--- src/rtl/qrs_pkg.sv ---
package qrs_pkg;

  // Field widths of the coefficient and result items.
  localparam int CoefWidth = 16;
  localparam int FracBits  = 16;
  localparam int OutWidth  = 34;
  localparam int DiscWidth = 2 * CoefWidth + 2;

  // Square root of d * 4^FracBits: one result bit per cell.
  localparam int RootWidth = DiscWidth / 2 + FracBits;
  localparam int RemWidth  = RootWidth + 2;
  localparam int SqrtCells = RootWidth;

  // Numerator -b * 2^FracBits +/- sqrt, divisor |2a|.
  localparam int NegBWidth = CoefWidth + FracBits + 1;
  localparam int NumWidth  = RootWidth + 2;
  localparam int MagWidth  = NumWidth - 1;
  localparam int DenWidth  = CoefWidth + 1;
  localparam int DivCells  = MagWidth;

  typedef enum logic [1:0] {
    ST_TWO   = 2'd0,
    ST_ONE   = 2'd1,
    ST_NONE  = 2'd2,
    ST_AZERO = 2'd3
  } status_e;

  typedef struct packed {
    logic                        valid;
    status_e                     status;
    logic signed [DiscWidth-1:0] disc;
    logic signed [NegBWidth-1:0] neg_b;
    logic [DenWidth-1:0]         den_mag;
    logic                        den_neg;
    logic [DiscWidth-1:0]        dsh;
    logic [RemWidth-1:0]         rem;
    logic [RootWidth-1:0]        root;
  } sqrt_t;

  typedef struct packed {
    logic                        valid;
    status_e                     status;
    logic signed [DiscWidth-1:0] disc;
    logic [DenWidth-1:0]         den_mag;
    logic                        q_neg1;
    logic                        q_neg2;
    logic [DenWidth-1:0]         rem1;
    logic [MagWidth-1:0]         quo1;
    logic [DenWidth-1:0]         rem2;
    logic [MagWidth-1:0]         quo2;
  } div_t;

endpackage

--- src/rtl/qrs_div_cell.sv ---
// One step of restoring division for both root lanes, which share the divisor.
module qrs_div_cell import qrs_pkg::*; (
  input  logic clk_i,
  input  logic rst_ni,
  input  logic en_i,
  input  div_t in_i,
  output div_t out_o
);

  logic [DenWidth:0] t1;
  logic [DenWidth:0] t2;
  logic [DenWidth:0] dv;
  logic [DenWidth:0] d1;
  logic [DenWidth:0] d2;
  logic              ge1;
  logic              ge2;
  div_t              data_d;
  div_t              data_q;
  logic              valid_q;

  always_comb begin
    dv  = {1'b0, in_i.den_mag};
    t1  = {in_i.rem1, in_i.quo1[MagWidth-1]};
    t2  = {in_i.rem2, in_i.quo2[MagWidth-1]};
    ge1 = (t1 >= dv);
    ge2 = (t2 >= dv);
    d1  = t1 - dv;
    d2  = t2 - dv;
    data_d      = in_i;
    data_d.rem1 = ge1 ? d1[DenWidth-1:0] : t1[DenWidth-1:0];
    data_d.rem2 = ge2 ? d2[DenWidth-1:0] : t2[DenWidth-1:0];
    data_d.quo1 = {in_i.quo1[MagWidth-2:0], ge1};
    data_d.quo2 = {in_i.quo2[MagWidth-2:0], ge2};
  end

  always_ff @(posedge clk_i or negedge rst_ni) begin
    if (!rst_ni) begin
      valid_q <= 1'b0;
    end else if (en_i) begin
      valid_q <= in_i.valid;
    end
  end

  always_ff @(posedge clk_i) begin
    if (en_i) begin
      data_q <= data_d;
    end
  end

  always_comb begin
    out_o       = data_q;
    out_o.valid = valid_q;
  end

endmodule

--- config.mk ---
export PLATFORM = sky130hd
export DESIGN_NAME = qrs_div_cell
export DESIGN_NICKNAME = d
export VERILOG_FILES = /design/src/rtl/qrs_pkg.sv /design/src/rtl/qrs_div_cell.sv
export SDC_FILE = /design/constraint.sdc
export NUM_CORES = 1
export LEC_CHECK = 0
export ABC_AREA = 1
export BUFFER_PORTS_ARGS = -buffer_cell sky130_fd_sc_hd__buf_2
export CORE_AREA = 4 4 165 167
export CTS_BUF_LIST = sky130_fd_sc_hd__clkbuf_4
export CTS_CLUSTER_DIAMETER = 200
export DETAILED_ROUTE_END_ITERATION = 8
export DIE_AREA = 0 0 169 171
export HOLD_SLACK_MARGIN = 0.08
export PLACE_DENSITY = 0.66
export SKIP_LAST_GASP = 1
export SLEW_MARGIN = 20
export SYNTH_ARGS = -nofsm -noshare
export SYNTH_HDL_FRONTEND = slang
export SYNTH_SLANG_ARGS = --single-unit
--- constraint.sdc ---
create_clock -name clk_i -period 1.3 [get_ports clk_i]
set_input_delay 0.13 -clock clk_i [delete_from_list [all_inputs] [get_ports clk_i]]
set_output_delay 0.13 -clock clk_i [all_outputs]
set_load 0.02 [all_outputs]
==> results of run 1 <==
-- final cells by class --
type | count | area, µm² | share of cell area (%)
multi-input cells | 456 | 3220 | 22.8
diodes | 2 | 5.00 | 0.0355
flip-flops and latches | 158 | 4740 | 33.6
inverters | 119 | 478 | 3.39
clock inverters | 14 | 173 | 1.22
well taps | 335 | 419 | 2.97
clock buffers | 18 | 135 | 0.959
repair buffers | 596 | 4930 | 34.9
-- report_power, final --
part / leakage [nW] / internal [mW] / total [mW] / switching, mW
Clock: 0.162 / 1.25 / 3.43 / 2.18
Combinational: 4.84 / 2.16 / 4.58 / 2.42
Sequential: 1.55 / 6.17 / 6.37 / 0.199
-- layer usage --
metal / share of wire, % / routed length (µm) / global-route usage [%]
met2: 50 / 16000 / 35.0
met5: 0.075 / 24 / 0
met3: 6.7 / 2150 / 4.25
met1: 39 / 12600 / 24.1
met4: 3.5 / 1130 / 7.28
-- logic make-up (layout without fill, tap and decap cells) --
group           count (synthesis)  after routing  share of synthesized area, %
fa+ha+maj                      36             36                          6.10
buf+inv                       126            747                          6.72
simple gates                  378            384                          21.8
flops                         158            158                          62.1
xor+xnor                       14             14                          1.61
compound gates                 21             21                          1.51
other cells                     0              2                             0
mux                             1              1                         0.148
-- per-stage QoR --
| step | power [mW] | instances | cell area [µm²] |
|---|---|---|---|
| 5_1_grt | 15.1 | 1698 | 14100 |
| 3_5_place_dp | 9.80 | 1475 | 10700 |
| 2_1_floorplan | 8.23 | 734 | 7910 |
| 3_3_place_gp | 9.76 | 1475 | 10700 |
| 6_report | 14.4 | 1698 | 14100 |
| 4_1_cts | 13.9 | 1678 | 13000 |
-- worst min-delay path, delay by kind of cell --
kind	cells	cell delay (ns)
adder cells (fa/ha/maj)	1	0.22
AND/OR/NAND/NOR	2	0.10
buffers and inverters	1	0.15
-- state kept, by name (all words and copies together) (netlist names) --
| name | cells |
|---|---|
| out_o | 157 |
| valid_q | 1 |
-- placed cells by master (no fill, tap or decap), drive strengths merged, types with 2 or more instances in the layout --
| cell | n |
|---|---|
| buf | 434 |
| nand2 | 278 |
| dlygate4sd3 | 159 |
| edfxtp | 157 |
| inv | 121 |
| nand3 | 61 |
| ha | 34 |
| nor2 | 28 |
| clkbuf | 21 |
| a21oi | 19 |
| xor2 | 12 |
| clkinvlp | 7 |
| nand4 | 5 |
| nor3 | 5 |
| clkinv | 3 |
| diode | 2 |
| and3 | 2 |
| xnor2 | 2 |
| fa | 2 |
| bufinv | 2 |
| or2 | 2 |
-- what timing repair did --
| item | 4_1_cts | 5_1_grt |
|---|---|---|
| setup endpoints to repair | 67 | 134 |
| gates cloned | 4 | 6 |
| gates resized for setup | 96 | 250 |
| hold buffers | 159 | 0 |
| pin swaps | 5 | 67 |
| hold endpoints to repair | 174 | 0 |
| buffers inserted | 9 | 12 |
-- how the worst min path moves through the flow --
stage                     startpoint         to  slack (ns)  cells past startpoint
final                       in_i[85]  out_o[86]        0.17                      4
after global placement        rst_ni    valid_q        -0.1                      1
after global routing        in_i[85]  out_o[86]        0.12                      4
after detailed placement      rst_ni    valid_q       -0.09                      1
after floorplan               rst_ni    valid_q       -0.17                      0
after CTS                   in_i[34]  out_o[35]        0.09                      4
==> results.py, run 1 <==
metrics = {
    "run_status": {
        "status": "complete, but fails checks",
        "violations": "setup timing",
    },
    "worst_setup_path": {
        "worstRegToRegCells": 1,
        "rrSetupSlack_ns": 0.53,
        "cp.arrival_ns": 1.76,
        "cp-startpoint": "in_i[114]",
        "r2r_end": "valid_q",
        "critPathTopFamily": "simple AND/OR/NAND/NOR gates",
        "crit_path_max_fanout": 7,
        "reg2reg_from": "valid_q",
        "cp-end-kind": "flip-flop",
        "cp_num_buf_inv": 4,
        "crit_path_max_incr_delay_ns": 0.34,
        "critPathSlowestCell": "nor4_4",
        "cp_num_cells": 11,
        "cp_data_required_time_ns": 1.59,
        "crit_path_end": "out_o[93]",
        "path_cells": "buf_8 -> clkinvlp_4 -> ha_4 -> nand2_4 -> nor2_4 -> inv_2 -> nor4_4 -> nand2_8 -> clkbuf_16 -> nand3_2 -> nand2_1",
        "worst_setup_path_start_kind": "primary input",
        "worstSetupPathType": "in2reg",
    },
    "yosys": {
        "async_reset_ff_share_pct": 0.633,
        "syn_avg_cell_area_um2": 10.4,
        "synthFlopType": "edfxtp_1",
        "synth.most_common_cell": "nand2_1",
        "synth_top_area_share_pct": 61.8,
        "ys_types": 35,
        "synth_cells": 734,
        "yosys-top-cells-area": "edfxtp_1 62%, nand2_1 12%, ha_1 5.6%",
        "synth_edf_count": 157,
        "synth_area_leader_cell": "edfxtp_1",
        "ys_seq_area_share_pct": 62.1,
        "syn-num-nets": 931,
        "synth_seq_cells": 158,
        "yosysWarnings": 0,
        "synth_commonest_cells": "250 x nand2_1, 157 x edfxtp_1, 113 x inv_1",
        "syn-cell-area_um2": 7630,
    },
    "clock_network": {
        "cts_buffer_depth": 2,
        "numCtsBuffers": 17,
        "cts_tree": "done",
        "clk_pin_slew_ns": 0.16,
        "clock-sinks": 158,
        "clk_latency_ns": 0.53,
        "root_buffer": "clkbuf_4",
        "htreeDepth": 4,
    },
    "floorplan": {
        "io-pin-count": 319,
        "die_x_um": 169,
        "die_height_um": 171,
        "coreArea_um2": 25800,
        "rows": 59,
        "initial_utilization_pct": 29.6,
        "dieArea_um2": 28900,
    },
    "layout": {
        "fin_util_pct": 54.7,
        "fill_cells": 2149,
        "drive_above_1_share_pct": 47.0,
        "layout.nets": 1545,
        "areaGrowthSynthToFinish_pct": 84.8,
    },
    "grt": {
        "grt_overflow": 0,
        "grtUsageTotal_pct": 19.9,
        "antenna_found_initial": 5,
        "grt_pass1_wl_um": 43600,
        "grt_max_degree": 38,
        "grt_pass1_vias": 7480,
    },
    "place": {
        "dp_slack_ns": -0.749,
        "port_buffers": 318,
        "dp_hpwl_um": 21100,
        "gp_congestion": 0.854,
    },
    "sta": {
        "timing.fmax_ghz": 0.685,
        "rsz0062_at_grt": "true",
        "finalCritPeriodShare_pct": 112,
        "fin_setup_tns_ns": -3.86,
        "min_period_ns": 1.46,
        "setup_viol": 35,
        "timing.final.ws_setup_ns": -0.161,
        "hold_viol": 0,
        "skew_ns": 0,
        "whs_ns": 0.168,
        "slew-limit-headroom_pct": 75.5,
        "finalMaxSlewViolations": 0,
        "worst_slew_pin_slew_ns": 0.364,
    },
    "min_path": {
        "min-delay-path-class": "in2reg",
    },
    "power": {
        "p_per_area_nw_per_um2": 1020,
        "leakage_nw": 6.55,
        "ir_drop_mv": 0.681,
    },
    "drt": {
        "vias_per_cell": 4.50,
        "num_vias": 7645,
        "drtIter0Drc": 609,
        "wirelength_um": 32000,
        "drc": 0,
        "ant_nets": 0,
        "wire_per_inst_um": 18.8,
        "dr.pass1.iters": 5,
    },
    "run": {
        "maxCapViolations": 0,
    },
}
(Power assumes the default switching activity.)
==> run 2: changes to the inputs <==
Settings changed: PLACE_DENSITY 0.66 to unset, PLACE_DENSITY_LB_ADDON set to 0.3.
==> run 2 against run 1 <==
Net effect: the run still ends with setup timing left; global-route usage fell by 0.11 points; final cell count barely moved; worst hold slack got worse by 0.013 ns; combinational power rose by 2%; sequential cell count did not move.
==> results.py, run 2 (synthesis results as in run 1) <==
metrics = {
    "grt": {
        "grtUsageTotal_pct": 19.8,
        "grt_pass1_wl_um": 43300,
        "grt_overflow": 0,
        "antenna_found_initial": 4,
        "grt_max_degree": 37,
        "grt_pass1_vias": 7414,
    },
    "power": {
        "total_power_mw": 14.3,
        "p_per_area_nw_per_um2": 1000,
        "leakage_nw": 6.62,
        "ir_drop_mv": 0.602,
    },
    "sta": {
        "finalMaxSlewViolations": 0,
        "setup_viol": 39,
        "timing.fmax_ghz": 0.731,
        "skew_ns": 0,
        "min_period_ns": 1.37,
        "worst_slew_pin_slew_ns": 0.346,
        "rsz0062_at_grt": "true",
        "finalCritPeriodShare_pct": 105,
        "hold_viol": 0,
        "timing.final.ws_setup_ns": -0.0686,
        "slew-limit-headroom_pct": 76.7,
    },
    "layout": {
        "layout.nets": 1545,
        "fill_cells": 2150,
        "largest_reg_flops": 157,
        "areaGrowthSynthToFinish_pct": 87.0,
        "final_cell_mix": "222 x nand2_1, 186 x buf_2, 159 x dlygate4sd3_1",
        "final_common_cell": "nand2_1",
        "drive_above_1_share_pct": 46.4,
    },
    "clock_network": {
        "cts_buffer_depth": 2,
        "cts_tree": "done",
        "root_buffer": "clkbuf_4",
        "clock-sinks": 158,
        "clk_pin_slew_ns": 0.16,
        "htreeDepth": 4,
        "numCtsBuffers": 17,
        "clk_latency_ns": 0.54,
    },
    "worst_setup_path": {
        "worstSetupPathType": "in2reg",
        "rrSetupSlack_ns": 0.39,
        "cp.arrival_ns": 1.68,
        "path_cells": "buf_4 -> inv_12 -> ha_4 -> inv_2 -> fa_2 -> nand2_2 -> nand2_2 -> nand3_2 -> nand2_2 -> nand2_2 -> nand2_4 -> nand2_8 -> nand2_8 -> nand2_2 -> nand2_2",
        "critPathSlowestCell": "fa_2",
        "r2r_end": "valid_q",
        "worstRegToRegCells": 2,
        "critPathTopFamily": "simple AND/OR/NAND/NOR gates",
        "worst_path_most_repeated_cell": "nand2_2",
        "reg2reg_from": "valid_q",
        "cp_num_buf_inv": 3,
        "cp_data_required_time_ns": 1.62,
        "crit_path_max_fanout": 6,
        "worst_setup_path_start_kind": "primary input",
        "cp-startpoint": "in_i[84]",
        "cp-end-kind": "flip-flop",
        "crit_path_max_incr_delay_ns": 0.36,
    },
    "min_path": {
        "holdPathStages": 5,
        "hold_start": "in_i[104]",
        "holdPathEnd": "out_o[85]",
        "min-delay-path-class": "in2reg",
    },
    "floorplan": {
        "io-pin-count": 319,
        "dieArea_um2": 28900,
        "initial_utilization_pct": 29.6,
        "rows": 59,
        "die_x_um": 169,
        "die_height_um": 171,
        "coreArea_um2": 25800,
    },
    "run_status": {
        "status": "complete, but fails checks",
        "violations": "setup timing",
    },
    "drt": {
        "wire_per_inst_um": 19.0,
        "drtIter0Drc": 513,
        "wirelength_um": 32300,
        "dr.pass1.iters": 5,
        "num_vias": 7550,
        "ant_nets": 0,
        "drc": 0,
        "vias_per_cell": 4.44,
    },
    "place": {
        "dp_hpwl_um": 21500,
        "gp_congestion": 0.850,
        "dp_slack_ns": -0.727,
        "port_buffers": 318,
    },
    "run": {
        "maxCapViolations": 0,
    },
}
==> run 2: cell count changes in the layout (fill, tap and decap cells not counted), sizes merged <==
cell / previous run / this run
clkinv: 3 / 7
nand2: 278 / 275
diode: 2 / 3
bufinv: 2 / 0
clkbuf: 21 / 24
clkinvlp: 7 / 3
inv: 121 / 124
buf: 434 / 433
==> run 2: how the worst max path moves through the flow <==
stage,depth (start not counted),slack (ns),to
4_1_cts,1,-0.11,out_o[50]
3_3_place_gp,14,-0.69,out_o[50]
5_1_grt,1,-0.13,out_o[50]
6_report,15,-0.07,out_o[88]
3_5_place_dp,14,-0.73,out_o[48]
2_1_floorplan,15,-0.38,out_o[90]
==> run 2: per-layer routing <==
| layer | up-vias | GRT usage [%] | share of wire [%] |
|---|---|---|---|
| li1 | 3639 | - | - |
| met1 | 3550 | 23.7 | 39 |
| met2 | 307 | 34.6 | 50 |
| met3 | 52 | 5.24 | 7.3 |
| met4 | 2 | 6.79 | 3.6 |
| met5 | - | 0 | 0.040 |
==> run 2: layout make-up <==
| class | count | area (µm²) | share of cell area, % |
|---|---|---|---|
| inverter | 119 | 490 | 3.44 |
| timing repair buffer | 599 | 5130 | 36.0 |
| tap | 335 | 419 | 2.94 |
| antenna | 3 | 7.51 | 0.0526 |
| sequential | 158 | 4740 | 33.2 |
| multi-input combinational | 453 | 3180 | 22.3 |
| clock buffer | 17 | 128 | 0.895 |
| clock inverter | 15 | 164 | 1.15 |
==> run 2: worst register-to-register path, delay by kind of cell (launching register included) <==
kind	cells	cell delay (ns)
flip-flops	1	0.43
multiplexers	1	0.26
buffers and inverters	1	0.14
==> run 2: what timing repair did <==
action | CTS | global route
hold endpoints to repair | 190 | 0
hold buffers | 159 | 0
gates resized for setup | 116 | 301
pin swaps | 3 | 56
gates cloned | 0 | 9
setup endpoints to repair | 93 | 179
setup buffers | 0 | 14
==> run 2: metrics by stage <==
step                cells  hold slack (ns)  instance area [µm²]  setup TNS, ns  util, %
floorplan             734           -0.166                 7910         -11.93        -
global placement     1482          -0.0950                10700         -22.06     41.4
detailed placement   1482          -0.0949                10700         -23.20     41.4
CTS                  1673           0.0940                12900          -1.51     50.1
global route         1699            0.104                14300          -7.52     55.4
finish               1699            0.156                14300          -1.00     55.4
==> run 2: power by group <==
part	switching, mW	internal [mW]	total [mW]
logic	2.41	2.26	4.67
registers	0.236	6.18	6.41
clock network	2.29	0.903	3.20
total	4.94	9.34	14.3
